## config.mk

```make
export PLATFORM = sky130hd
export DESIGN_NAME = vdm_front
export DESIGN_NICKNAME = d
export VERILOG_FILES = /design/src/hdl/vdm_pkg.sv /design/src/hdl/vdm_front.sv
export SDC_FILE = /design/constraint.sdc
export NUM_CORES = 2
export LEC_CHECK = 0
export ABC_AREA = 1
export BUFFER_PORTS_ARGS = -buffer_cell sky130_fd_sc_hd__buf_2
export CORE_ASPECT_RATIO = 1.2
export CORE_UTILIZATION = 50
export CTS_CLUSTER_DIAMETER = 150
export DETAILED_ROUTE_END_ITERATION = 8
export MAX_ROUTING_LAYER = met4
export PLACE_DENSITY_LB_ADDON = 0.1
export SLEW_MARGIN = 30
export SYNTH_ARGS = -nofsm -noshare
export SYNTH_HDL_FRONTEND = slang
export SYNTH_SLANG_ARGS = --single-unit
```

## constraint.sdc

```tcl
create_clock -name clk -period 12.45 [get_ports clk]
set_input_delay 0.6225 -clock clk [delete_from_list [all_inputs] [get_ports clk]]
set_output_delay 0.6225 -clock clk [all_outputs]
set_load 0.1 [all_outputs]
```

## src/hdl/vdm_pkg.sv

```systemverilog
package vdm_pkg;

	localparam int ElemWidth = 16;
	localparam int AccWidth = 48;
	localparam int RootWidth = 24;
	localparam int QueueDepth = 4;
	localparam int QueuePtrWidth = 2;

	typedef enum logic [1:0] {
		MODE_EUCLID = 2'd0,
		MODE_SQUARED = 2'd1,
		MODE_MANHATTAN = 2'd2,
		MODE_COSINE = 2'd3
	} mode_t;

	localparam logic [AccWidth-1:0] AccUMax = {AccWidth{1'b1}};
	localparam logic signed [AccWidth-1:0] AccSMax = {1'b0, {(AccWidth-1){1'b1}}};
	localparam logic signed [AccWidth-1:0] AccSMin = {1'b1, {(AccWidth-1){1'b0}}};
	localparam logic [AccWidth-1:0] OneQ16 = 48'd65536;

	// One finished vector pair, handed from the accumulating front to the back.
	typedef struct packed {
		mode_t mode;
		logic [AccWidth-1:0] diff_sum;
		logic signed [AccWidth-1:0] dot_sum;
		logic [AccWidth-1:0] norm_a_sum;
		logic [AccWidth-1:0] norm_b_sum;
	} job_t;

endpackage

```

## src/hdl/vdm_front.sv

```systemverilog
module vdm_front import vdm_pkg::*; (
	input logic clk,
	input logic arst_n,
	input mode_t mode,
	input logic in_valid,
	output logic in_stall,
	input logic signed [ElemWidth-1:0] a_element,
	input logic signed [ElemWidth-1:0] b_element,
	input logic last_element,
	output logic job_valid,
	input logic job_stall,
	output job_t job
);

	logic signed [ElemWidth-1:0] a_s1, b_s1;
	logic last_s1, valid_s1;
	mode_t mode_s1;
	logic signed [2*ElemWidth+1:0] sq_s2, ab_s2, aa_s2, bb_s2;
	logic [ElemWidth:0] ad_s2;
	logic last_s2, valid_s2;
	mode_t mode_s2;
	logic [AccWidth-1:0] diff_q, na_q, nb_q;
	logic signed [AccWidth-1:0] dot_q;
	logic pend_q;
	job_t pend_job_q;
	logic signed [ElemWidth:0] d_s1;
	logic [ElemWidth:0] ad_s1;
	logic [AccWidth:0] diff_n, na_n, nb_n;
	logic signed [AccWidth:0] dot_n;
	logic [AccWidth-1:0] diff_add;
	logic [AccWidth-1:0] diff_sat, na_sat, nb_sat;
	logic signed [AccWidth-1:0] dot_sat;
	logic advance;

	// The pipeline moves unless a finished job is waiting for a queue slot.
	assign advance = !pend_q;
	assign in_stall = pend_q;
	assign job_valid = pend_q;
	assign job = pend_job_q;

	assign d_s1 = {a_s1[ElemWidth-1], a_s1} - {b_s1[ElemWidth-1], b_s1};
	assign ad_s1 = d_s1[ElemWidth] ? (ElemWidth+1)'(0) - d_s1 : d_s1;

	// Stage one registers the item, stage two forms the products.
	always_ff @(posedge clk or negedge arst_n) begin
		if (!arst_n) begin
			valid_s1 <= 1'b0;
			valid_s2 <= 1'b0;
		end else if (advance) begin
			valid_s1 <= in_valid;
			valid_s2 <= valid_s1;
		end
	end

	always_ff @(posedge clk) begin
		if (advance) begin
			a_s1 <= a_element;
			b_s1 <= b_element;
			last_s1 <= last_element;
			mode_s1 <= mode;
			sq_s2 <= $signed({1'b0, ad_s1}) * $signed({1'b0, ad_s1});
			ab_s2 <= a_s1 * b_s1;
			aa_s2 <= a_s1 * a_s1;
			bb_s2 <= b_s1 * b_s1;
			ad_s2 <= ad_s1;
			last_s2 <= last_s1;
			mode_s2 <= mode_s1;
		end
	end

	// Saturating accumulation of the selected terms.
	always_comb begin
		case (mode_s2)
			MODE_EUCLID, MODE_SQUARED: diff_add = AccWidth'(unsigned'(sq_s2));
			MODE_MANHATTAN: diff_add = AccWidth'(ad_s2);
			default: diff_add = '0;
		endcase
		diff_n = {1'b0, diff_q} + {1'b0, diff_add};
		na_n = {1'b0, na_q} + (AccWidth+1)'(unsigned'(aa_s2));
		nb_n = {1'b0, nb_q} + (AccWidth+1)'(unsigned'(bb_s2));
		dot_n = {dot_q[AccWidth-1], dot_q} + (AccWidth+1)'(ab_s2);
		diff_sat = diff_n[AccWidth] ? AccUMax : diff_n[AccWidth-1:0];
		na_sat = na_n[AccWidth] ? AccUMax : na_n[AccWidth-1:0];
		nb_sat = nb_n[AccWidth] ? AccUMax : nb_n[AccWidth-1:0];
		if (dot_n[AccWidth] != dot_n[AccWidth-1])
			dot_sat = dot_n[AccWidth] ? AccSMin : AccSMax;
		else
			dot_sat = dot_n[AccWidth-1:0];
	end

	always_ff @(posedge clk or negedge arst_n) begin
		if (!arst_n) begin
			diff_q <= '0;
			na_q <= '0;
			nb_q <= '0;
			dot_q <= '0;
			pend_q <= 1'b0;
		end else begin
			if (pend_q && !job_stall)
				pend_q <= 1'b0;
			if (advance && valid_s2) begin
				if (last_s2) begin
					diff_q <= '0;
					na_q <= '0;
					nb_q <= '0;
					dot_q <= '0;
					pend_q <= 1'b1;
				end else begin
					diff_q <= diff_sat;
					na_q <= na_sat;
					nb_q <= nb_sat;
					dot_q <= dot_sat;
				end
			end
		end
	end

	always_ff @(posedge clk) begin
		if (advance && valid_s2 && last_s2) begin
			pend_job_q.mode <= mode_s2;
			pend_job_q.diff_sum <= diff_sat;
			pend_job_q.dot_sum <= dot_sat;
			pend_job_q.norm_a_sum <= na_sat;
			pend_job_q.norm_b_sum <= nb_sat;
		end
	end

endmodule

```

[After elaboration in Yosys (flattened, before gate mapping)]
Index checks and enable logic that the tools add are counted.
W data, S select, Z words.
Cells by class
  muxes and demuxes: 14
  multipliers: 4
  reductions and logical operators: 7
  $add $sub $neg: 6
  equality and inequality tests: 3
Operators with widths (count)
  $mux W48: 9
  $add A48 B34 Y49: 2
  $mul A16 B16 Y32: 3
  $pmux W34 S2: 1
  $add A48 B32 Y49: 1
  $add A48 B48 Y49: 1
  $mul A17 B17 Y34: 1
  $mux W17: 1
  $sub A1 B17 Y17 const A: 1
  $sub A16 B16 Y17: 1
  $logic_and A1 B1 Y1: 3
  $mux W1: 3
  $eq A2 B1 Y1 const B: 1
  $eq A2 B2 Y1 const B: 1
  $logic_not A1 Y1: 2
  $logic_not A2 Y1: 1
  $reduce_or A2 Y1: 1
  $ne A1 B1 Y1: 1
Word-level totals
  register bits: 578
  output and inout bits: 196

[Longest topological paths before layout]
  word-level depth: 6
  gate-level depth with buffers: 46
  mapped depth without buffers: 44

[Least setup slack after synthesis]
Ideal clock, no wire load.
  kind: reg2reg
  from: reg pend_q, in the netlist in_stall
  to: reg pend_job_q, in the netlist job[0] (enable)
  buffers on the path: 2
  stages on the path, launching flop included: 6
  setup slack: -1.712 ns
  required time: 11.698 ns
  arrival: 13.410 ns
  cell sequence: dfrtp_1 > inv_1 > nand2_1 > clkbuf_1 > clkbuf_1 > nor2_1
Between the ends
  word-level cells in the longest chain between the ends: 3
Ends and longest elaborated chain
  from (decl): line vdm_front.sv:24  | logic pend_q;
  from (signal assigned): line vdm_front.sv:97  | pend_q <= 1'b0;
  from (signal assigned): line vdm_front.sv:100  | pend_q <= 1'b0;
  from (signal assigned): line vdm_front.sv:107  | pend_q <= 1'b1;
  $logic_not A1 Y1: line vdm_front.sv:36  | assign advance = !pend_q;
  $logic_and A1 B1 Y1 (2 in series): line vdm_front.sv:119  | if (advance && valid_s2 && last_s2) begin
  to (decl): line vdm_front.sv:25  | job_t pend_job_q;
No other way between the ends.
A chain may end at the register's enable or synchronous reset.

[Final worst setup path]
  from: reg a_s1[0]
  to: reg sq_s2[33], data pin
Between the ends
  word-level cells in the longest chain between the ends: 4
Ends and longest elaborated chain
  from (decl): line vdm_front.sv:15  | logic signed [ElemWidth-1:0] a_s1, b_s1;
  from (signal assigned): line vdm_front.sv:57  | a_s1 <= a_element;
  $sub A16 B16 Y17 (*): line vdm_front.sv:41  | assign d_s1 = {a_s1[ElemWidth-1], a_s1} - {b_s1[ElemWidth-1], b_s1};
  $sub A1 B17 Y17: line vdm_front.sv:42  | assign ad_s1 = d_s1[ElemWidth] ? (ElemWidth+1)'(0) - d_s1 : d_s1;
  $mux W17 (*): line vdm_front.sv:42
  named net ad_s1[10]: line vdm_front.sv:27  | logic [ElemWidth:0] ad_s1;
  $mul A17 B17 Y34 (*): line vdm_front.sv:61  | sq_s2 <= $signed({1'b0, ad_s1}) * $signed({1'b0, ad_s1});
  to (signal assigned): line vdm_front.sv:61
  to (decl): line vdm_front.sv:18  | logic signed [2*ElemWidth+1:0] sq_s2, ab_s2, aa_s2, bb_s2;
The timed path passes the listed nets; every way through them passes the cells marked *.

==> results.md <==
* Status: complete, no violations
* Top_reg_cell synth: edfxtp_1
* Mean Syn Cell Area at 8.497 µm²
* Worst Reg-to-Reg Cells at 37
* Warnings, synthesis at 0
* Clock-pin slew on the worst setup and hold paths at 80 ps
* Final hold violation count at 0
* Hold_sp: mode[1]
* Vias in the first global route at 55.22k
* Hpwl dp at 159600 µm
* Top cells by instance count after synthesis: 1921 x inv_1, 1735 x nand2_1, 935 x fa_1, 535 x ha_1, 501 x nor2_1
* Die width at 340.5 µm
* Number of synthesized flops with an enable pin at 375
* Clock tree buffer depth at 3
* Synth Register Bits at 570
* Crit-path max cell delay at 850 ps
* DR vias/cell at 5.226
* Worst R2R Setup Slack at 3320 ps
* Cell count after synthesis at 8093
* Antenna-violating nets left at 0
* Synth unique cells at 67
* WHS at 94.68 ps
* CP Max Fanout at 32
* WHS Path Cells at 1
* Cell Area, Synth at 0.06877 mm²
* Cell taking the most area after synthesis: fa_1
* Max-slew violations at 0
* Nets at 9789
* WP data required at 12910 ps
* WP data arrival at 9590 ps
* Sequential fraction of the synthesis area at 23.47%
* DIE AREA at 0.1390 mm²
* Async S/R FF share, synth at 34.21%
* DRT Wirelength at 198000 µm
* I/O pins at 235
* Tmin final at 9134 ps
* Clk Tree Root Cell: clkbuf_16
* RSZ-0062 raised after global routing: no
* CP max stage cell: ha_1
* Post-Synth XOR/XNOR Area at 3.613%
* WS Path Type: reg2reg
* H-Tree Depth at 3
* Synth Area in Adders at 36.95%
* Total number of vias at 52.99k
* Startpoint types: flip-flop
* Final Skew at 48.97 ps
* Final period util at 73.36%
* Largest net degree at the start of global routing at 135
* Mux share of post-synthesis cell area at 0%
* DR WL/cell at 19.53 µm
* Layout Utilization at 54.58%
* Synth Area in Compound Gates at 7.654%
* GRT Total Usage at 30.01%
* Routability cong. at 0.9440
* Core region area at 0.1361 mm²
* Most frequent cell after synthesis: inv_1
* CTS tree: yes
* Starting density of the core at 50.53%
* Area Overhead vs Synth at 8.033%
* DRT Pass-1 Iters at 6
* Hold EP: mode_s1[1]
* Max_slew headroom at 32.50%
* Remaining routing DRC violations at 0
* DIE HEIGHT at 408.3 µm
* Largest family of logic cells by synthesized area: adder cells
* Crit end category: flip-flop
* Num rows at 148
* CTS Buf Count at 68
* Fmax at 0.1095 GHz
* Global-route wire length before repair at 310700 µm
* Total of max-cap violations at 0
* Critical Path Start: a_s1[0]
* Clk_lat worst skew at 710 ps
* Setup total negative slack at 0 ps
* Simple-Gate Fraction of Synth Area at 16.56%
* Area share of the largest cell type after synthesis at 27.22%
* Layout cells sized above 1 at 6.443%
* Setup Fix Bufs, Post-CTS at 0
* R2R Path End: sq_s2[33]
* Finish-stage setup viols at 0
* Clk sinks at 570
* I/O Buffers at 234
* HP Class: in2reg
* Initial DRC count at 3115
* Reg-to-reg startpoint: a_s1[0]
* Grt total ovfl at 0
* Slew @ Worst Pin at 1002 ps
* Initial antenna violation count at 5
* Synth top area cells: fa_1 27%, edfxtp_1 16%, inv_1 10%
## repair_timing
item / 4_1_cts / 5_1_grt
gates resized for setup: 0 / 0
setup endpoints to repair: 0 / 0
hold buffers: 1 / 0
endpoints found under the hold margin: 73 / 0
## layout make-up
class / count / area [µm²]
inverters: 1942 / 7310
flip-flops and latches: 570 / 16140
clock buffers: 83 / 1798
multi-input cells: 5408 / 44620
repair buffers: 290 / 1629
diodes: 3 / 7.507
fillers: 13051 / 61810
clock inverters: 42 / 534.3
well taps: 1800 / 2252
## worst max-delay path, delay by kind of cell, from the launching register on
kind / cells / cell delay, ps
adder cells (fa/ha/maj): 9 / 4520
AND/OR/NAND/NOR: 18 / 2480
buffers and inverters: 8 / 1210
AO/OA/AOI/OAI: 2 / 340
flip-flops: 1 / 320
## through the flow
step | instance area, µm² | setup slack, ps | instances
3_5_place_dp | 71940 | 3414 | 10009
4_1_cts | 74280 | 3392 | 10135
5_1_grt | 74290 | 2704 | 10135
2_1_floorplan | 68810 | 1575 | 8103
6_report | 74290 | 3316 | 10138
3_3_place_gp | 71940 | 3598 | 10009
## kinds of logic (layout without fill, tap and decap cells)
group                    after synthesis  count (layout)
AND/OR/NAND/NOR                     2749            2749
buffers and inverters               2125            2357
adder cells (fa/ha/maj)             1470            1470
AO/OA/AOI/OAI                        904             904
flip-flops                           570             570
XOR/XNOR                             273             273
other                                  2              15
## worst max-delay path by stage
stage                endpoint  slack [ps]  depth (start not counted)
detailed placement  sq_s2[33]        3410                         37
global placement    sq_s2[31]        3600                         38
floorplan              job[0]        1580                          5
global route        sq_s2[33]        2700                         41
finish              sq_s2[33]        3320                         37
CTS                 sq_s2[33]        3390                         37
## registers in the layout, indices dropped and copies added, names as in the netlist
| register | cells |
|---|---|
| ad_s2 | 16 |
| a_s1 | 16 |
| valid_s1 | 1 |
| valid_s2 | 1 |
| dot_q | 48 |
| last_s1 | 1 |
| bb_s2 | 31 |
| mode_s2 | 2 |
| sq_s2 | 33 |
| ab_s2 | 32 |
| b_s1 | 16 |
| na_q | 48 |
| last_s2 | 1 |
| nb_q | 48 |
| job | 194 |
| diff_q | 48 |
| in_stall | 1 |
| aa_s2 | 31 |
| mode_s1 | 2 |
## cell usage in the layout (no fill, tap or decap), types with 22 or more instances in the layout
cell type and count:
buf_2 233, a31oi_1 43, a22o_1 70, nor4_1 24, xnor2_1 122, ha_1 534, buf_4 53, o21ai_0 281
nand3_1 246, dfrtp_1 195, or2_2 40, nand4_1 59, fa_1 935, o21bai_1 36, a21oi_1 351, xor2_1 146
edfxtp_1 375, nor3_1 58, nor2_1 499, clkbuf_16 68, a21o_1 45, nand2_1 1734, o21a_1 22, inv_1 1920
## metal layers
layer  vias to the layer above  routed length [µm]  global-route usage [%]
met5                         -                   0                       -
met3                       268               10710                   3.925
met2                      1351               91950                   47.64
met1                     26126               88780                   39.81
met4                         0                6583                   9.835
li1                      25240                   -                       -
Power is not shown: default switching activity piles up to over one toggle a cycle in this logic, so the estimate is an artifact.
