File: config.mk
export PLATFORM = sky130hd
export DESIGN_NAME = vdm_back
export DESIGN_NICKNAME = d
export VERILOG_FILES = /design/src/hdl/vdm_pkg.sv /design/src/hdl/vdm_back.sv
export SDC_FILE = /design/constraint.sdc
export NUM_CORES = 2
export LEC_CHECK = 0
export ABC_CLOCK_PERIOD_IN_PS = 29100
export BUFFER_PORTS_ARGS = -buffer_cell sky130_fd_sc_hd__buf_2
export CAP_MARGIN = 20
export CELL_PAD_IN_SITES_DETAIL_PLACEMENT = 1
export CELL_PAD_IN_SITES_GLOBAL_PLACEMENT = 1
export CORE_ASPECT_RATIO = 1.2
export CORE_MARGIN = 5
export CORE_UTILIZATION = 27
export CTS_CLUSTER_DIAMETER = 150
export CTS_CLUSTER_SIZE = 40
export DETAILED_ROUTE_END_ITERATION = 10
export PLACE_DENSITY_LB_ADDON = 0.1
export REMOVE_ABC_BUFFERS = 1
export SYNTH_ARGS = -nofsm -noshare
export SYNTH_HDL_FRONTEND = slang
export SYNTH_SLANG_ARGS = --single-unit
export TNS_END_PERCENT = 10
File: constraint.sdc
create_clock -name clk -period 29.1 [get_ports clk]
set_input_delay 1.455 -clock clk [delete_from_list [all_inputs] [get_ports clk]]
set_output_delay 1.455 -clock clk [all_outputs]
set_load 0.02 [all_outputs]
File: src/hdl/vdm_pkg.sv
package vdm_pkg;

	localparam int ElemWidth = 16;
	localparam int AccWidth = 48;
	localparam int RootWidth = 24;
	localparam int QueueDepth = 4;
	localparam int QueuePtrWidth = 2;

	typedef enum logic [1:0] {
		MODE_EUCLID = 2'd0,
		MODE_SQUARED = 2'd1,
		MODE_MANHATTAN = 2'd2,
		MODE_COSINE = 2'd3
	} mode_t;

	localparam logic [AccWidth-1:0] AccUMax = {AccWidth{1'b1}};
	localparam logic signed [AccWidth-1:0] AccSMax = {1'b0, {(AccWidth-1){1'b1}}};
	localparam logic signed [AccWidth-1:0] AccSMin = {1'b1, {(AccWidth-1){1'b0}}};
	localparam logic [AccWidth-1:0] OneQ16 = 48'd65536;

	// One finished vector pair, handed from the accumulating front to the back.
	typedef struct packed {
		mode_t mode;
		logic [AccWidth-1:0] diff_sum;
		logic signed [AccWidth-1:0] dot_sum;
		logic [AccWidth-1:0] norm_a_sum;
		logic [AccWidth-1:0] norm_b_sum;
	} job_t;

endpackage

File: src/hdl/vdm_back.sv
module vdm_back import vdm_pkg::*; (
	input logic clk,
	input logic arst_n,
	input logic job_valid,
	output logic job_stall,
	input job_t job,
	output logic out_valid,
	input logic out_stall,
	output logic [AccWidth-1:0] distance
);

	typedef enum logic [6:0] {
		ST_IDLE = 7'b0000001,
		ST_ROOT = 7'b0000010,
		ST_MUL = 7'b0000100,
		ST_PREP = 7'b0001000,
		ST_DIV = 7'b0010000,
		ST_FIN = 7'b0100000,
		ST_OUT = 7'b1000000
	} state_t;

	state_t state_q;
	job_t job_q;
	logic [5:0] step_q;
	// Three root units, one bit pair per cycle.
	logic [AccWidth-1:0] rem_q [3];
	logic [AccWidth-1:0] val_q [3];
	logic [RootWidth-1:0] root_q [3];
	logic [AccWidth-1:0] den_q;
	logic [AccWidth+16-1:0] num_q;
	logic [AccWidth:0] prem_q;
	logic [AccWidth-1:0] mag;
	logic [AccWidth-1:0] res_q;
	logic [AccWidth-1:0] dist_q;
	logic out_valid_q;
	logic [AccWidth+1:0] trial [3];
	logic [AccWidth+1:0] rem_sh [3];
	logic [AccWidth:0] prem_sh;
	logic [AccWidth:0] psub;
	logic neg;
	logic [AccWidth-1:0] qclamp;

	assign out_valid = out_valid_q;
	assign distance = dist_q;
	assign job_stall = (state_q != ST_IDLE);
	assign neg = job_q.dot_sum[AccWidth-1];
	assign mag = neg ? AccWidth'(0) - unsigned'(job_q.dot_sum) : unsigned'(job_q.dot_sum);

	always_comb begin
		for (int k = 0; k < 3; k++) begin
			rem_sh[k] = {rem_q[k], val_q[k][AccWidth-1 -: 2]};
			trial[k] = {rem_sh[k][AccWidth+1:0]} -
				{(AccWidth+2-RootWidth-2)'(0), root_q[k], 2'b01};
		end
		prem_sh = {prem_q[AccWidth-1:0], num_q[AccWidth+16-1]};
		psub = prem_sh - {1'b0, den_q};
		qclamp = (num_q > AccWidth'(OneQ16)) ? OneQ16 : num_q[AccWidth-1:0];
	end

	always_ff @(posedge clk or negedge arst_n) begin
		if (!arst_n) begin
			state_q <= ST_IDLE;
			out_valid_q <= 1'b0;
		end else begin
			if (out_valid_q && !out_stall)
				out_valid_q <= 1'b0;
			case (state_q)
				ST_IDLE: if (job_valid) begin
					state_q <= ST_ROOT;
				end
				ST_ROOT: if (step_q == 6'd23) begin
					state_q <= (job_q.mode == MODE_COSINE) ? ST_MUL : ST_OUT;
				end
				ST_MUL: state_q <= ST_PREP;
				ST_PREP: state_q <= ST_DIV;
				ST_DIV: if (step_q == 6'd63) state_q <= ST_FIN;
				ST_FIN: state_q <= ST_OUT;
				ST_OUT: if (!out_valid_q || !out_stall) begin
					out_valid_q <= 1'b1;
					state_q <= ST_IDLE;
				end
				default: state_q <= ST_IDLE;
			endcase
		end
	end

	// Datapath: roots, one multiply, restoring divide, final select.
	always_ff @(posedge clk) begin
		case (state_q)
			ST_IDLE: begin
				job_q <= job;
				step_q <= '0;
				val_q[0] <= job.diff_sum;
				val_q[1] <= job.norm_a_sum;
				val_q[2] <= job.norm_b_sum;
				for (int k = 0; k < 3; k++) begin
					rem_q[k] <= '0;
					root_q[k] <= '0;
				end
			end
			ST_ROOT: begin
				step_q <= step_q + 6'd1;
				for (int k = 0; k < 3; k++) begin
					val_q[k] <= {val_q[k][AccWidth-3:0], 2'b00};
					if (!trial[k][AccWidth+1]) begin
						rem_q[k] <= trial[k][AccWidth-1:0];
						root_q[k] <= {root_q[k][RootWidth-2:0], 1'b1};
					end else begin
						rem_q[k] <= rem_sh[k][AccWidth-1:0];
						root_q[k] <= {root_q[k][RootWidth-2:0], 1'b0};
					end
				end
			end
			ST_MUL: den_q <= root_q[1] * root_q[2];
			ST_PREP: begin
				num_q <= {mag, 16'd0};
				prem_q <= '0;
				step_q <= '0;
			end
			ST_DIV: begin
				step_q <= step_q + 6'd1;
				if (!psub[AccWidth]) begin
					prem_q <= psub;
					num_q <= {num_q[AccWidth+16-2:0], 1'b1};
				end else begin
					prem_q <= prem_sh;
					num_q <= {num_q[AccWidth+16-2:0], 1'b0};
				end
			end
			ST_FIN: begin
				if (job_q.norm_a_sum == '0 || job_q.norm_b_sum == '0 || den_q == '0)
					res_q <= OneQ16;
				else if (neg)
					res_q <= OneQ16 + qclamp;
				else
					res_q <= OneQ16 - qclamp;
			end
			// The output register only changes when the previous result has gone.
			ST_OUT: begin
				if (!out_valid_q || !out_stall) begin
					if (job_q.mode == MODE_EUCLID)
						dist_q <= AccWidth'(root_q[0]);
					else if (job_q.mode != MODE_COSINE)
						dist_q <= job_q.diff_sum;
					else
						dist_q <= res_q;
				end
			end
			default: ;
		endcase
	end

endmodule

== Yosys cells after proc, flatten, opt, wreduce, memory -nomap -nowiden ==
Memories as Yosys holds them, arrays and structs flattened.
Cells that the tools add are included.
Operators by class
  add/subtract/negate cells: 8
  multiply operators: 1
  order comparisons: 1
  eq/ne operators: 16
  multiplexer cells: 56
  bitwise operators: 15
  reductions and logical operators: 16
Operators by type and width (number)
  $mux W48: 14
  $mux W24: 7
  $sub A50 B26 Y50: 3
  $logic_not A48 Y1: 3
  $pmux W64 S2: 1
  $pmux W48 S2: 1
  $gt A64 B17 Y1 const B: 1
  $pmux W7 S7: 1
  $sub A49 B48 Y49: 1
  $add A17 B48 Y48 const A: 1
  $mul A24 B24 Y48: 1
  $sub A1 B48 Y48 const A: 1
  $sub A17 B48 Y48 const A: 1
  $mux W7: 5
  $mux W1: 26
  $or A1 B1 Y1: 15
  $pmux W6 S2: 1
  $ne A2 B2 Y1 const B: 5
  $eq A7 B1 Y1 const B: 1
  $eq A7 B2 Y1 const B: 1
  $eq A7 B3 Y1 const B: 1
  $eq A7 B4 Y1 const B: 1
  $eq A7 B5 Y1 const B: 1
  $eq A7 B6 Y1 const B: 1
  other kinds (14): 19
Word-level totals
  flip-flop bits (word level): 464
  bits in writable memories: 360
  bits of input ports: 198
  output and inout bits: 50
  memories kept: 3
Memory list
  rem_q: words 3, width 48, rd ports 3, clocked after memory_dff 0, wr ports 3, RTL line vdm_back.sv:26  | logic [AccWidth-1:0] rem_q [3];
  val_q: words 3, width 48, rd ports 3, clocked after memory_dff 0, wr ports 3, RTL line vdm_back.sv:27  | logic [AccWidth-1:0] val_q [3];
  root_q: words 3, width 24, rd ports 3, clocked after memory_dff 0, wr ports 3, RTL line vdm_back.sv:28  | logic [RootWidth-1:0] root_q [3];

== Depth between registers and ports, before layout ==
An unclocked memory read counts as a cell.
  depth after elaboration: 7
  mapped depth: 30
  mapped depth without buffers: 27

== Least setup slack after synthesis ==
Ideal clock, no wire load.
  path type: flip-flop to flip-flop
  start point: register state_q[0]
  end point: memory rem_q[0][0], enable pin
  setup time: 2636 ps
  arrival time: 7217 ps
  data required time: 26464 ps
  slack: 19247 ps
  cell stages (with the launch flop): 7
  path buffers: 2
  path through: dfstp_2 nor4_1 nor2b_1 nand3b_1 clkbuf_1 clkbuf_1 nand2_1
RTL lines
  start, declared: RTL line vdm_back.sv:22  | state_t state_q;
  start signal, assigned: RTL line vdm_back.sv:72  | state_q <= (job_q.mode == MODE_COSINE) ? ST_MUL : ST_OUT;
  end, declared: RTL line vdm_back.sv:26

==> results.json <==
{
  "nets": 6929,
  "clockBufferDepth": 3,
  "ys_seq_area_frac": 0.415,
  "firstDrtPassIters": 7,
  "cpMaxStageDelayCell": "edfxtp_1",
  "startpoint_type": "flop",
  "route.detailed.drc": 0,
  "crit_top_cell": "fa_1",
  "final_hold_viol_count": 0,
  "dieWidth_um": 438,
  "crit_fanout": 18,
  "clkLatencyLatePin_ns": 0.76,
  "drtAntennaViolNets": 0,
  "core_um2": 219000,
  "start_util": 0.272,
  "synthDistinctLibCells": 93,
  "fp.dieH_um": 524,
  "period_share": 0.315,
  "slew_headroom": 0.241,
  "postCtsSetupBuffers": 0,
  "rows": 188,
  "synth.avg_cell_area_um2": 10.2,
  "synth_edf_count": 815,
  "synth_flop_cell": "edfxtp_1",
  "clock-root-buffer": "clkbuf_16",
  "grt_remaining_overflow": 0,
  "synthCells": 5859,
  "ys_warn_count": 0,
  "ios": 248,
  "criticalPathCategory": "reg2reg",
  "cts_tree": "yes",
  "finalWirelength_mm": 193,
  "ctsHoldBuffers": 0,
  "rsz0062_at_grt": "false",
  "drive_gt1_frac": 0.0738,
  "critPathMaxStageDelay_ns": 0.90,
  "wire_per_inst_um": 21.7,
  "synth.cell_area_um2": 59500,
  "cp.arrival_ns": 9.70,
  "die_area_um2": 230000,
  "antenna_found_initial": 9,
  "track_usage": 0.165,
  "slew_violations": 0,
  "grt_pass1_vias": 45700,
  "cts_max_level": 1,
  "cts_resized": 0,
  "worst-slew-pin-transition_ns": 1.14,
  "worst-path-buf-inv": 5,
  "via_per_inst": 4.68,
  "vias": 41700,
  "setup_viol": 0,
  "finClkSkew_ns": 0.0728,
  "portBuffers": 247,
  "status": "completed",
  "crit_required_ns": 29.62,
  "hp-class": "reg2reg",
  "grt_max_degree": 145,
  "cts_buffers": 29,
  "critPathCaptureType": "flop",
  "cts.sinks": 824,
  "fin_crit_ns": 9.18,
  "setup_tns_ns": 0,
  "place_congestion": 0.822,
  "critical_path.top_delay_family": "adder cells",
  "detail_route.iter0.violations": 1971,
  "max_freq_ghz": 0.109,
  "clkTransAtPathRegs_ns": 0.17,
  "dpl.hpwl_mm": 147,
  "area_delta_synth_final_pct": 9.32,
  "grt_pass1_wl_mm": 292,
  "max_cap_viol_count": 0,
  "synth-async-reset-ratio": 0.00971,
  "synth-seq-cells": 824
}
-- tightest hold or removal path: stages (launching register included) --
cell and delay, ns:
edfxtp_1 0.34, nand2_1 0.04, nand2_1 0.04
-- cell families (layout without fill, tap and decap cells) --
kind of cell / after synthesis / after routing / share of synthesized area
AO/OA/AOI/OAI: 818 / 818 / 0.0893
XOR/XNOR: 256 / 256 / 0.0377
adder cells (fa/ha/maj): 786 / 786 / 0.226
buffers and inverters: 986 / 1074 / 0.0629
flip-flops: 824 / 824 / 0.415
multiplexers: 108 / 108 / 0.0187
other: 2 / 24 / 0.000126
AND/OR/NAND/NOR: 2079 / 2079 / 0.150
-- flip-flops by register name, indices dropped and copies added (netlist names) --
name and cells:
val_q 144, prem_q 48, root_q 72, distance 48, out_valid 1, job_q 194
rem_q 144, step_q 6, den_q 48, state_q 7, num_q 64, res_q 48
-- worst paths after layout --
path	start	to	slack, ns	cells after the start
worst max register to register	root_q[1][21]	den_q[46]	19.92	25
worst max-delay path	root_q[1][21]	den_q[46]	19.92	25
max in group asynchronous	arst_n	state_q[0]	28.35	1
worst min-delay path	val_q[0][115]	val_q[0][117]	0.50	2
worst min register to register	val_q[0][115]	val_q[0][117]	0.50	2
min in group asynchronous	arst_n	state_q[3]	0.52	1
-- cell usage after synthesis, drive strengths merged, types with 92 or more instances --
library cell / n / area [um2]
ha: 303 / 3790
a21oi: 254 / 1270
xnor2: 122 / 1070
edfxtp: 815 / 24500
nand2: 947 / 3550
a21o: 92 / 691
xor2: 134 / 1170
nor2: 704 / 2640
o21ai: 167 / 840
fa: 483 / 9670
clkbuf: 227 / 852
inv: 711 / 2670
-- cell type report --
| type | instances | area (um2) |
|---|---|---|
| Fill cell | 24900 | 154000 |
| Inverter | 717 | 2700 |
| Sequential cell | 824 | 24700 |
| Tap cell | 2945 | 3680 |
| Timing Repair Buffer | 308 | 1730 |
| Clock buffer | 35 | 748 |
| Multi-Input combinational cell | 4065 | 31200 |
| Clock inverter | 14 | 280 |
| Antenna cell | 6 | 15.0 |
-- cell usage in the layout (no fill, tap or decap), drive strengths merged, types with 31 or more instances in the layout --
| cell | netlist | layout |
|---|---|---|
| xor2 | 134 | 134 |
| nor3 | 44 | 44 |
| fa | 483 | 483 |
| mux2i | 84 | 84 |
| ha | 303 | 303 |
| clkbuf | 227 | 36 |
| buf | 42 | 307 |
| o21ai | 167 | 167 |
| nand2b | 31 | 31 |
| nand2 | 947 | 947 |
| nor4 | 70 | 70 |
| inv | 711 | 719 |
| a21oi | 254 | 254 |
| a21o | 92 | 92 |
| xnor2 | 122 | 122 |
| nand3 | 67 | 67 |
| nand4 | 43 | 43 |
| edfxtp | 815 | 815 |
| a211oi | 57 | 57 |
| or3 | 41 | 41 |
| nor2 | 704 | 704 |
-- metrics by stage --
step | worst slack [ns] | cells | util | instance area (um2) | hold WS, ns
finish | 19.92 | 8914 | 0.297 | 65000 | 0.496
global route | 19.44 | 8909 | 0.297 | 65000 | 0.467
CTS | 19.80 | 8907 | 0.297 | 65000 | 0.442
detailed placement | 19.85 | 8858 | 0.292 | 64000 | 0.495
global placement | 19.95 | 8858 | 0.292 | 64000 | 0.488
floorplan | 5.92 | 5606 | - | 58500 | 0.484
-- metal layers --
layer | track usage | routed length, um | vias to the layer above
met4 | 0.0299 | 3620 | 8
met1 | 0.211 | 85300 | 21400
met5 | 0 | 68 | -
met3 | 0.0109 | 4340 | 121
li1 | - | - | 19700
met2 | 0.309 | 99800 | 468
Power is not shown: default switching activity piles up to over one toggle a cycle in this logic, so the estimate is an artifact.
