--- src/hdl/vdm_pkg.sv ---
package vdm_pkg;

	localparam int ElemWidth = 16;
	localparam int AccWidth = 48;
	localparam int RootWidth = 24;
	localparam int QueueDepth = 4;
	localparam int QueuePtrWidth = 2;

	typedef enum logic [1:0] {
		MODE_EUCLID = 2'd0,
		MODE_SQUARED = 2'd1,
		MODE_MANHATTAN = 2'd2,
		MODE_COSINE = 2'd3
	} mode_t;

	localparam logic [AccWidth-1:0] AccUMax = {AccWidth{1'b1}};
	localparam logic signed [AccWidth-1:0] AccSMax = {1'b0, {(AccWidth-1){1'b1}}};
	localparam logic signed [AccWidth-1:0] AccSMin = {1'b1, {(AccWidth-1){1'b0}}};
	localparam logic [AccWidth-1:0] OneQ16 = 48'd65536;

	// One finished vector pair, handed from the accumulating front to the back.
	typedef struct packed {
		mode_t mode;
		logic [AccWidth-1:0] diff_sum;
		logic signed [AccWidth-1:0] dot_sum;
		logic [AccWidth-1:0] norm_a_sum;
		logic [AccWidth-1:0] norm_b_sum;
	} job_t;

endpackage

--- src/hdl/vdm_queue.sv ---
module vdm_queue import vdm_pkg::*; (
	input logic clk,
	input logic arst_n,
	input logic wr_valid,
	output logic wr_stall,
	input job_t wr_job,
	output logic rd_valid,
	input logic rd_stall,
	output job_t rd_job
);

	job_t mem_q [QueueDepth];
	logic [QueuePtrWidth-1:0] wp_q, rp_q;
	logic [QueuePtrWidth:0] cnt_q;
	logic push, pop;

	assign wr_stall = (cnt_q == (QueuePtrWidth+1)'(QueueDepth));
	assign rd_valid = (cnt_q != '0);
	assign rd_job = mem_q[rp_q];
	assign push = wr_valid && !wr_stall;
	assign pop = rd_valid && !rd_stall;

	// Small job queue between accumulation and finishing.
	always_ff @(posedge clk) begin
		if (push)
			mem_q[wp_q] <= wr_job;
	end

	always_ff @(posedge clk or negedge arst_n) begin
		if (!arst_n) begin
			wp_q <= '0;
			rp_q <= '0;
			cnt_q <= '0;
		end else begin
			if (push)
				wp_q <= wp_q + 1'b1;
			if (pop)
				rp_q <= rp_q + 1'b1;
			cnt_q <= cnt_q + (QueuePtrWidth+1)'(push) - (QueuePtrWidth+1)'(pop);
		end
	end

endmodule

--- config.mk ---
export PLATFORM = sky130hd
export DESIGN_NAME = vdm_queue
export DESIGN_NICKNAME = d
export VERILOG_FILES = /design/src/hdl/vdm_pkg.sv /design/src/hdl/vdm_queue.sv
export SDC_FILE = /design/constraint.sdc
export NUM_CORES = 1
export LEC_CHECK = 0
export BUFFER_PORTS_ARGS = -buffer_cell sky130_fd_sc_hd__buf_4
export CAP_MARGIN = 20
export CORE_ASPECT_RATIO = 1.75
export CORE_UTILIZATION = 45
export CTS_CLUSTER_DIAMETER = 40
export DETAILED_ROUTE_END_ITERATION = 10
export PLACE_DENSITY_LB_ADDON = 0.25
export REMOVE_ABC_BUFFERS = 1
export SYNTH_ARGS = -nofsm -noshare
export SYNTH_HDL_FRONTEND = slang
export SYNTH_SLANG_ARGS = --single-unit
export TNS_END_PERCENT = 1
--- constraint.sdc ---
create_clock -name clk -period 9.59 [get_ports clk]
set_input_delay 0.959 -clock clk [delete_from_list [all_inputs] [get_ports clk]]
set_output_delay 0.959 -clock clk [all_outputs]
set_load 0.02 [all_outputs]
== Yosys cells after proc, flatten, opt, wreduce, memory -nomap -nowiden ==
Memory sizes are Yosys's and may differ from the RTL's.
Cells that the tools add are included.

* Add/sub/neg operators: 4
* Equality and inequality tests: 1
* Multiplexer cells: 2
* Reduce and logical (&&, ||, !) cells: 5

{| class="wikitable"
|+ Operators by type and width
! cell !! number
|-
| 2-bit by 1-bit adder with 2-bit output, second input constant || 2
|-
| 3-bit by 1-bit adder with 3-bit output || 1
|-
| 3-bit == test, second input constant || 1
|-
| 3-bit nonzero test || 1
|-
| 3-bit by 1-bit subtractor with 3-bit output || 1
|-
| 1-bit logical AND || 2
|-
| 1-bit logical NOT || 2
|-
| 1-bit two-way mux || 2
|}

* Register bits after elaboration: 7
* Memory bits (writable): 776
* Input port bits: 198
* Output and inout bits: 196
* Memories kept: 1

{| class="wikitable"
|+ Memory list
! memory !! depth !! bits a word !! rd ports !! clocked after memory_dff !! wr ports !! RTL line !! RTL
|-
| mem_q || 4 || 194 || 1 || 0 || 1 || vdm_queue.sv:12 || <nowiki>job_t mem_q [QueueDepth];</nowiki>
|}

== Longest topological paths before layout ==
Gate-level depths: netlist of run 1.

* Depth in word-level cells: 5
* Mapped depth: 10
* Depth with buffers taken out: 10

== Worst setup path after synthesis of run 1 ==
No wires, ideal clock.

* Path type: input -> register
* Start: in wr_valid
* End: mem mem_q[0][0] in the netlist's numbering (enable)
* Setup time: 0.578 ns
* Data arrival time: 5.735 ns
* Required time: 9.012 ns
* Slack: 3.277 ns
* Stages: 2
* Buffers on the path: 0
* Cells stage by stage: nor2b_1 -> and2_1

* Word-level cells in the longest chain between the ends: 3

{| class="wikitable"
|+ RTL lines
! element !! RTL line !! RTL
|-
| from (decl) || vdm_queue.sv:4 || <nowiki>input logic wr_valid,</nowiki>
|-
| 1-bit logical AND || vdm_queue.sv:20 || <nowiki>assign push = wr_valid && !wr_stall;</nowiki>
|-
| 1-bit two-way mux || vdm_queue.sv:25 || <nowiki>if (push)</nowiki>
|-
| 1-bit two-way mux (not written as such) || vdm_queue.sv:26 || <nowiki>mem_q[wp_q] <= wr_job;</nowiki>
|-
| to (decl) || vdm_queue.sv:12 ||
|}

Every way passes these cells.

==> results of run 1 <==
## layout make-up
class | count | share of cell area (%)
multi-input cells | 217 | 13.4
inverters | 7 | 0.0757
diodes | 2 | 0.0144
repair buffers | 402 | 8.94
clock buffers | 90 | 5.82
well taps | 799 | 2.88
clock inverters | 43 | 1.15
flip-flops and latches | 783 | 67.7
## how the worst max path moves through the flow
stage,endpoint,slack (ns),depth (start not counted)
3_5_place_dp,rd_job[172],5.75,3
5_1_grt,rd_job[158],4.91,3
4_1_cts,rd_job[174],5.07,3
3_3_place_gp,mem_q[0][123],5.62,4
6_report,rd_job[174],5.19,3
2_1_floorplan,rd_job[106],0.12,1
## layer usage
metal  track usage [%]  vias to the layer above  share of wire, %
li1                  -                     5455                 -
met1              20.4                     6565                37
met2              30.1                      392                53
met3              5.41                       76               7.7
met4              5.80                        6               1.9
met5                 0                        -             0.072
## cell usage in the layout (no fill, tap or decap), types with 3 or more instances in the layout
master,count
clkinv_8,3
mux4_1,20
dfrtp_1,5
clkinvlp_4,3
buf_4,396
xnor2_1,3
bufinv_16,5
ha_1,6
clkbuf_1,11
and2_4,4
buf_12,5
clkinv_2,11
clkinv_1,12
inv_1,7
clkbuf_16,79
mux4_2,174
inv_6,9
edfxtp_1,776
## through the flow
step / setup WS [ns] / instances / power, W / instance area (µm²) / utilization, %
floorplan: 0.121 / 1007 / 0.00740 / 28200 / -
global placement: 5.62 / 2207 / 0.00860 / 32200 / 51.7
detailed placement: 5.75 / 2208 / 0.00864 / 32300 / 51.7
CTS: 5.07 / 2341 / 0.0115 / 34700 / 55.6
global route: 4.91 / 2342 / 0.0118 / 34700 / 55.6
finish: 5.19 / 2343 / 0.0113 / 34700 / 55.6
## power groups by stage
| stage | Sequential (W) | Combinational (W) | Clock (W) |
|---|---|---|---|
| finish | 0.00474 | 0.00370 | 0.00287 |
| global route | 0.00481 | 0.00394 | 0.00307 |
| CTS | 0.00476 | 0.00382 | 0.00295 |
| detailed placement | 0.00484 | 0.00380 | 0 |
| global placement | 0.00479 | 0.00380 | 0 |
| floorplan | 0.00508 | 0.00232 | 0 |
## critical path, delay by kind of cell, from the launching register on
kind	cells	cell delay (ns)
DFF	1	0.98
buffers and inverters	2	0.78
muxes	1	0.69
## cell families after synthesis
group	synth area share, %
AO/OA/AOI/OAI	0.0220
XOR/XNOR	0.154
adder cells (fa/ha/maj)	0.334
buffers and inverters	1.24
flip-flops	82.4
multiplexers	15.6
AND/OR/NAND/NOR	0.206
## sequential cells by signal, summed over array words and instances, names as in the netlist
name   cells
cnt_q      3
rp_q       2
mem_q    776
wp_q       2
==> flow_summary.json, run 1 <==
{
  "fill_cells": 4682,
  "slowest_delay_ns": 0.98,
  "skew_ns": 0.0174,
  "period_share_pct": 45.9,
  "ios": 394,
  "drv_slew": 0,
  "yosysSeqAreaShare_pct": 82.4,
  "drt_iter0_markers": 534,
  "grt_max_degree": 152,
  "hold_path.class": "input pin to asynchronous set/reset pin",
  "finalSetupViolCount": 0,
  "core-area_um2": 62400,
  "synthArstFlopShare_pct": 0.894,
  "cts_sinks": 783,
  "routed_wl_um": 55500,
  "synth_cells": 1051,
  "post_cts.repair.setup_buffers": 0,
  "fmax_mhz": 227,
  "synth_edf_count": 776,
  "p_seq_share_pct": 41.9,
  "post_route_cells_drive_above_1_share_pct": 44.9,
  "grt_pass1_vias": 13505,
  "crit-reg2reg-capture": "mem_q[2][14]",
  "synth.distinct_cells": 20,
  "antenna_left": 0,
  "p_clk_share_pct": 25.4,
  "rsz0062_at_grt": "false",
  "die_y_um": 335,
  "pwr-share-comb_pct": 32.7,
  "worst_pin_slew_ns": 1.34,
  "overflow": 0,
  "drt_first_pass_iters": 5,
  "ir_worst_vdd_mv": 0.235,
  "multi_input_area_um2": 4660,
  "post_drt_wl_per_cell_um": 23.7,
  "nets": 1692,
  "avgViaCountPerCell": 5.33,
  "dp_hpwl_um": 33000,
  "hold_ws_ns": 0.163,
  "r2r_start": "cnt_q[2]",
  "internal_power_w": 0.00781,
  "synth_most_common_cell": "edfxtp_1",
  "io_buffers": 393,
  "synth_warnings": 0,
  "cts_buffer_depth": 3,
  "max-cap-violations": 0,
  "cellLeakagePower_nw": 11.8,
  "power_switching_w": 0.00350,
  "ys_ff_latch": 783,
  "p_sw_share_pct": 31.0,
  "min_period_ns": 4.40,
  "synth_flop_cell": "edfxtp_1",
  "worstPathCellList": "buf_12, mux4_1, buf_4",
  "cts_tree": "built",
  "clkSlewWorstSetupHoldPaths_ns": 0.06,
  "syn_to_final_growth_pct": 21.8,
  "outcome": "complete, no violations",
  "syn_area_per_cell_um2": 27.1,
  "clock_latency_ns": 0.61,
  "reg2reg_depth": 4,
  "crit_path_max_fanout": 114,
  "cts_resized": 0,
  "place_congestion": 0.719,
  "cp.arrival_ns": 3.44,
  "fp.dieArea_um2": 64300,
  "synth_top_area_cell": "edfxtp_1",
  "slew_headroom_pct": 10.5,
  "critPathKind": "register to output pin",
  "die_x_um": 192,
  "syn-cell-area_um2": 28500,
  "hold_violations": 0,
  "crit_path_top_delay_cell": "dfrtp_4",
  "synthTopCellsByCount": "edfxtp_1, mux4_2, buf_2, mux4_1, buf_6",
  "synth_top_area_share_pct": 81.8,
  "cts_hold_buf": 0,
  "drcViolationCount": 0,
  "fp-row-count": 121,
  "antenna_found_initial": 4,
  "seqCellArea_um2": 23500,
  "fin_tns_setup_ns": 0,
  "required_ns": 8.63,
  "synth_top_cells_by_area": "edfxtp_1, mux4_2, mux4_1, dfrtp_1, buf_6",
  "setup.worst_path.start": "rp_q[0]",
  "htree_levels": 3,
  "crit_path_start_kind": "register",
  "end_kind": "output pin",
  "cts_buffers": 76,
  "cts-root-buf": "clkbuf_16",
  "start_util_pct": 45.7,
  "track_usage_pct": 17.4,
  "grt_pass1_wl_um": 82400,
  "powerDensity_nw_per_um2": 326,
  "regToRegSetupSlack_ns": 6.32,
  "vias": 12494
}
(Power assumes the default switching activity.)
==> run 2: changes to the inputs <==
clock period = 3.6 ns   (was 9.59 ns; I/O delays follow)
==> run 2 against run 1 <==
Sequential power rose to 2.6 times the previous value. Core utilization rose by 3.5 points. Clock-buffer cell count fell by 6. Clock power rose to 2.6 times the previous value. Clock skew rose by 0.0096 ns. First-iteration DRC count rose by 22%. Largest power group unchanged. Wire length rose by 5.2%. Worst hold slack got worse by 0.030 ns. Flip-flop and latch count did not move. Combinational power rose to 2.8 times the previous value. Via count rose by 6.5%. Highest routed layer unchanged. Critical path depth did not move.
==> flow_summary.json, run 2 (same netlist as run 1, synthesis figures left out) <==
{
  "outcome": "complete, no violations",
  "hold_path.class": "input pin to asynchronous set/reset pin",
  "cts_tree": "built",
  "syn_to_final_growth_pct": 29.5,
  "critPathKind": "register to output pin",
  "period_share_pct": 86.4,
  "final_cell_mix": "edfxtp_1, buf_4, dlygate4sd3_1",
  "ios": 394,
  "end_kind": "output pin",
  "crit_path_start_kind": "register",
  "dp.cells": 2234,
  "post_route_cells_drive_above_1_share_pct": 40.8,
  "skew_ns": 0.0270,
  "cp.arrival_ns": 2.75,
  "clkSlewWorstSetupHoldPaths_ns": 0.06,
  "hold_ws_ns": 0.133,
  "crit_path_max_fanout": 34,
  "drt_first_pass_iters": 4,
  "die_x_um": 192,
  "drcViolationCount": 0,
  "place_congestion": 0.721,
  "antenna_left": 0,
  "slew_headroom_pct": 47.5,
  "nets": 1913,
  "cpMostUsedCell": "buf_4",
  "worst_pin_slew_ns": 0.787,
  "fp.dieArea_um2": 64300,
  "cts_buffers": 74,
  "htree_levels": 3,
  "seqCellArea_um2": 23500,
  "clock_latency_ns": 0.63,
  "multi_input_area_um2": 4660,
  "drv_slew": 0,
  "fp-row-count": 121,
  "path_delay_family": "flip-flops",
  "grt_max_degree": 61,
  "reg2reg_depth": 4,
  "worst-path-buf-inv": 2,
  "overflow": 0,
  "powerDensity_nw_per_um2": 823,
  "fin_tns_setup_ns": 0,
  "regToRegSetupSlack_ns": 1.08,
  "finalSetupViolCount": 0,
  "largest_reg_flops": 776,
  "hold_violations": 0,
  "core-area_um2": 62400,
  "drt_iter0_markers": 652,
  "cellLeakagePower_nw": 12.7,
  "max-cap-violations": 0,
  "routed_wl_um": 58400,
  "setup_ws_ns": 0.488,
  "start_util_pct": 45.7,
  "post_drt_wl_per_cell_um": 22.8,
  "cts_buffer_depth": 3,
  "required_ns": 3.24,
  "top_register": "mem_q",
  "grt_pass1_vias": 14646,
  "vias": 13302,
  "cts_sinks": 783,
  "antenna_found_initial": 3,
  "crit_path_top_delay_cell": "dfrtp_4",
  "instances_no_fill": 2560,
  "die_y_um": 335,
  "grt_pass1_wl_um": 87500,
  "crit-reg2reg-capture": "mem_q[1][133]",
  "rsz0062_at_grt": "false",
  "track_usage_pct": 18.5,
  "cts-root-buf": "clkbuf_16",
  "r2r_start": "cnt_q[2]",
  "min_period_ns": 3.11,
  "fill_cells": 4457,
  "worstPathCellList": "buf_4, mux4_1, buf_4",
  "slowest_delay_ns": 0.95,
  "top_regs": "mem_q (776), cnt_q (3)",
  "io_buffers": 393,
  "ir_worst_vdd_mv": 0.673,
  "avgViaCountPerCell": 5.20,
  "fmax_mhz": 321,
  "place_ws_ns": 1.03,
  "dp_hpwl_um": 35400,
  "final_common_cell": "edfxtp_1"
}
-- run 2: cell count changes in the layout (fill, tap and decap cells not counted), sizes merged --
cell / previous run / this run
dlygate4sd3: 0 / 197
buf: 402 / 428
clkbuf: 90 / 84
inv: 16 / 17
bufinv: 5 / 2
clkinvlp: 3 / 2
clkinv: 26 / 29
-- run 2: per-layer routing --
| layer | track usage [%] | share of wire (%) | vias up |
|---|---|---|---|
| met5 | 0 | 0.021 | - |
| met4 | 7.29 | 2.9 | 2 |
| met3 | 5.00 | 6.7 | 101 |
| met2 | 32.0 | 53 | 387 |
| met1 | 21.6 | 38 | 6913 |
| li1 | - | - | 5899 |
-- run 2: worst max-delay path by stage --
stage | slack, ns | cells past startpoint | to | startpoint
2_1_floorplan | -5.27 | 1 | rd_job[106] | rp_q[0]
3_3_place_gp | 1.03 | 3 | rd_job[180] | rp_q[0]
3_5_place_dp | 1.03 | 4 | mem_q[1][102] | cnt_q[2]
4_1_cts | 0.35 | 3 | rd_job[180] | rp_q[0]
5_1_grt | 0.32 | 3 | rd_job[180] | rp_q[0]
6_report | 0.49 | 3 | rd_job[180] | rp_q[0]
-- run 2: metrics by stage --
stage               total power, W  area [µm²]  util, %
global placement            0.0232       32600     52.3
global route                0.0317       36900     59.1
finish                      0.0304       36900     59.1
detailed placement          0.0233       32600     52.3
CTS                         0.0309       36900     59.1
floorplan                   0.0181       28200        -
-- run 2: area by class of cell --
class,instances,area share (%)
Timing Repair Buffer,625,14.7
Multi-Input combinational cell,217,12.6
Clock buffer,84,5.24
Inverter,7,0.0712
Clock inverter,43,0.936
Sequential cell,783,63.7
Tap cell,799,2.71
Antenna cell,2,0.0136
-- run 2: what timing repair did --
| action | 4_1_cts | 5_1_grt |
|---|---|---|
| hold buffers | 197 | 0 |
| setup buffers | 0 | 0 |
| gates resized for setup | 0 | 0 |
| hold endpoints to repair | 785 | 0 |
| endpoints found under the setup margin | 0 | 0 |
-- run 2: worst register-to-register path, cell delays in order (launching register included) --
cell and delay, ns:
dfrtp_1 0.41, nor3b_1 0.18, nor2b_1 0.40, and2_4 0.73
buf_4 0.46
-- run 2: power by group --
group          internal (W)  total, W  switching [W]
clock network       0.00405   0.00735        0.00330
registers            0.0120    0.0125       0.000557
logic               0.00475    0.0105        0.00571
==> run 3: changes to the inputs <==
CELL_PAD_IN_SITES_DETAIL_PLACEMENT = 0   (was default)
CELL_PAD_IN_SITES_GLOBAL_PLACEMENT = 1   (was default)
PLACE_DENSITY_LB_ADDON = 0.08   (was 0.25)
==> run 3 against run 2 <==
Wire length rose by 1.9%. Worst setup slack better by 0.030 ns. Non-clock buffer count down 8. Via count up 0.20%. Fmax grew 0.99%. First-iteration DRC count down 17%. Register-to-register slack gained 0.08 ns. Core utilization grew 0.34 points. Die area unchanged. Critical path depth stayed put. Worst hold slack got worse by 0.0018 ns. Critical endpoint is now rd_job[174]. Largest cell class unchanged.
==> flow_summary.json, run 3 (same netlist as run 1, synthesis figures left out) <==
{
  "outcome": "complete, no violations",
  "die_y_um": 335,
  "period_share_pct": 85.6,
  "fp.dieArea_um2": 64300,
  "setup_ws_ns": 0.519,
  "avgViaCountPerCell": 5.18,
  "dp.cells": 2226,
  "reg2reg_depth": 10,
  "fp-row-count": 121,
  "routed_wl_um": 59500,
  "cellLeakagePower_nw": 12.8,
  "cts-root-buf": "clkbuf_16",
  "top_register": "mem_q",
  "end_kind": "output pin",
  "cts_buffers": 79,
  "place_ws_ns": 1.12,
  "crit_path_max_fanout": 29,
  "post_cts.repair.setup_buffers": 0,
  "dp_hpwl_um": 36200,
  "rsz0062_at_grt": "false",
  "final_common_cell": "edfxtp_1",
  "cts_resized": 0,
  "slowest_delay_ns": 0.85,
  "post_drt_wl_per_cell_um": 23.1,
  "worst-path-buf-inv": 2,
  "worst_pin_slew_ns": 0.812,
  "overflow": 0,
  "cts_tree": "built",
  "grt_pass1_vias": 14592,
  "grt_max_degree": 123,
  "hold_path.class": "input pin to asynchronous set/reset pin",
  "drt_first_pass_iters": 4,
  "grt_pass1_wl_um": 89000,
  "cts_hold_buf": 197,
  "max-cap-violations": 0,
  "antenna_found_initial": 9,
  "slew_headroom_pct": 45.9,
  "crit_path_top_delay_cell": "dfrtp_4",
  "htree_levels": 3,
  "syn_to_final_growth_pct": 30.3,
  "worstPathCellList": "buf_4, mux4_1, buf_4",
  "instances_no_fill": 2571,
  "die_x_um": 192,
  "cts_buffer_depth": 3,
  "hold_ws_ns": 0.131,
  "drt_iter0_markers": 538,
  "place_congestion": 0.719,
  "powerDensity_nw_per_um2": 836,
  "cts_sinks": 783,
  "hold_violations": 0,
  "fmax_mhz": 325,
  "vias": 13329,
  "cp.arrival_ns": 2.72,
  "cp.depth": 3,
  "ir_worst_vdd_mv": 0.681,
  "io_buffers": 393,
  "ios": 394,
  "drv_slew": 0,
  "antenna_left": 0,
  "clock_latency_ns": 0.61,
  "largest_reg_flops": 776,
  "cpMostUsedCell": "buf_4",
  "start_util_pct": 45.7,
  "nets": 1910,
  "skew_ns": 0.0156,
  "post_route_cells_drive_above_1_share_pct": 40.5,
  "core-area_um2": 62400,
  "fill_cells": 4603,
  "clkSlewWorstSetupHoldPaths_ns": 0.06,
  "utilization_pct": 59.5,
  "finalSetupViolCount": 0,
  "track_usage_pct": 18.9,
  "min_period_ns": 3.08,
  "r2r_start": "cnt_q[1]",
  "fin_tns_setup_ns": 0,
  "top_regs": "mem_q (776), cnt_q (3)",
  "path_delay_family": "flip-flops",
  "drcViolationCount": 0,
  "final_cell_mix": "edfxtp_1, buf_4, dlygate4sd3_1",
  "required_ns": 3.24,
  "critPathKind": "register to output pin",
  "crit_path_start_kind": "register",
  "setup.worst_path.start": "rp_q[0]"
}
==> run 3: path summary, 6_finish.rpt <==
check / endpoint / slack, ns
worst max-delay path: rd_job[174] / 0.52
worst min-delay path: rp_q[0] / 0.13
worst max register to register: cnt_q[2] / 1.16
worst min register to register: cnt_q[0] / 0.54
max in group asynchronous: rp_q[1] / 3.33
min in group clk: mem_q[1][74] / 0.49
==> run 3: where the power goes <==
part           switching (W)  internal, W  leakage (nW)  total, W
combinational        0.00583      0.00474          4.37    0.0106
sequential          0.000515       0.0120          7.19    0.0125
clock                0.00340      0.00456          1.24   0.00795
==> run 3: area by class of cell <==
class                   count  area, µm²  share of cell area, %
flip-flops and latches    783      23500                   63.3
repair buffers            617       5390                   14.5
multi-input cells         217       4660                   12.6
clock buffers              97       2130                   5.74
well taps                 799       1000                   2.69
clock inverters            47        403                   1.09
inverters                   7       26.3                 0.0708
diodes                      4       10.0                 0.0270
==> run 3: metal layers <==
layer,up-vias,GRT usage [%],share of wire (%)
met5,-,0,0.11
met4,10,6.63,2.4
met3,94,5.66,7.5
met2,416,31.7,51
met1,6901,23.1,39
li1,5908,-,-
==> run 3: metrics by stage <==
| step | total power [W] | cell area, µm² |
|---|---|---|
| 5_1_grt | 0.0325 | 37100 |
| 3_3_place_gp | 0.0233 | 32600 |
| 2_1_floorplan | 0.0181 | 28200 |
| 3_5_place_dp | 0.0234 | 32600 |
| 6_report | 0.0310 | 37100 |
| 4_1_cts | 0.0316 | 37100 |
==> run 3: worst register-to-register path, cell delays in order (launching register included) <==
cell	delay, ns
dfrtp_1	0.43
nor3b_1	0.42
nor2b_1	0.22
inv_1	0.10
ha_1	0.22
inv_1	0.05
ha_1	0.13
inv_1	0.05
fa_1	0.40
xnor2_1	0.19
xnor2_1	0.14
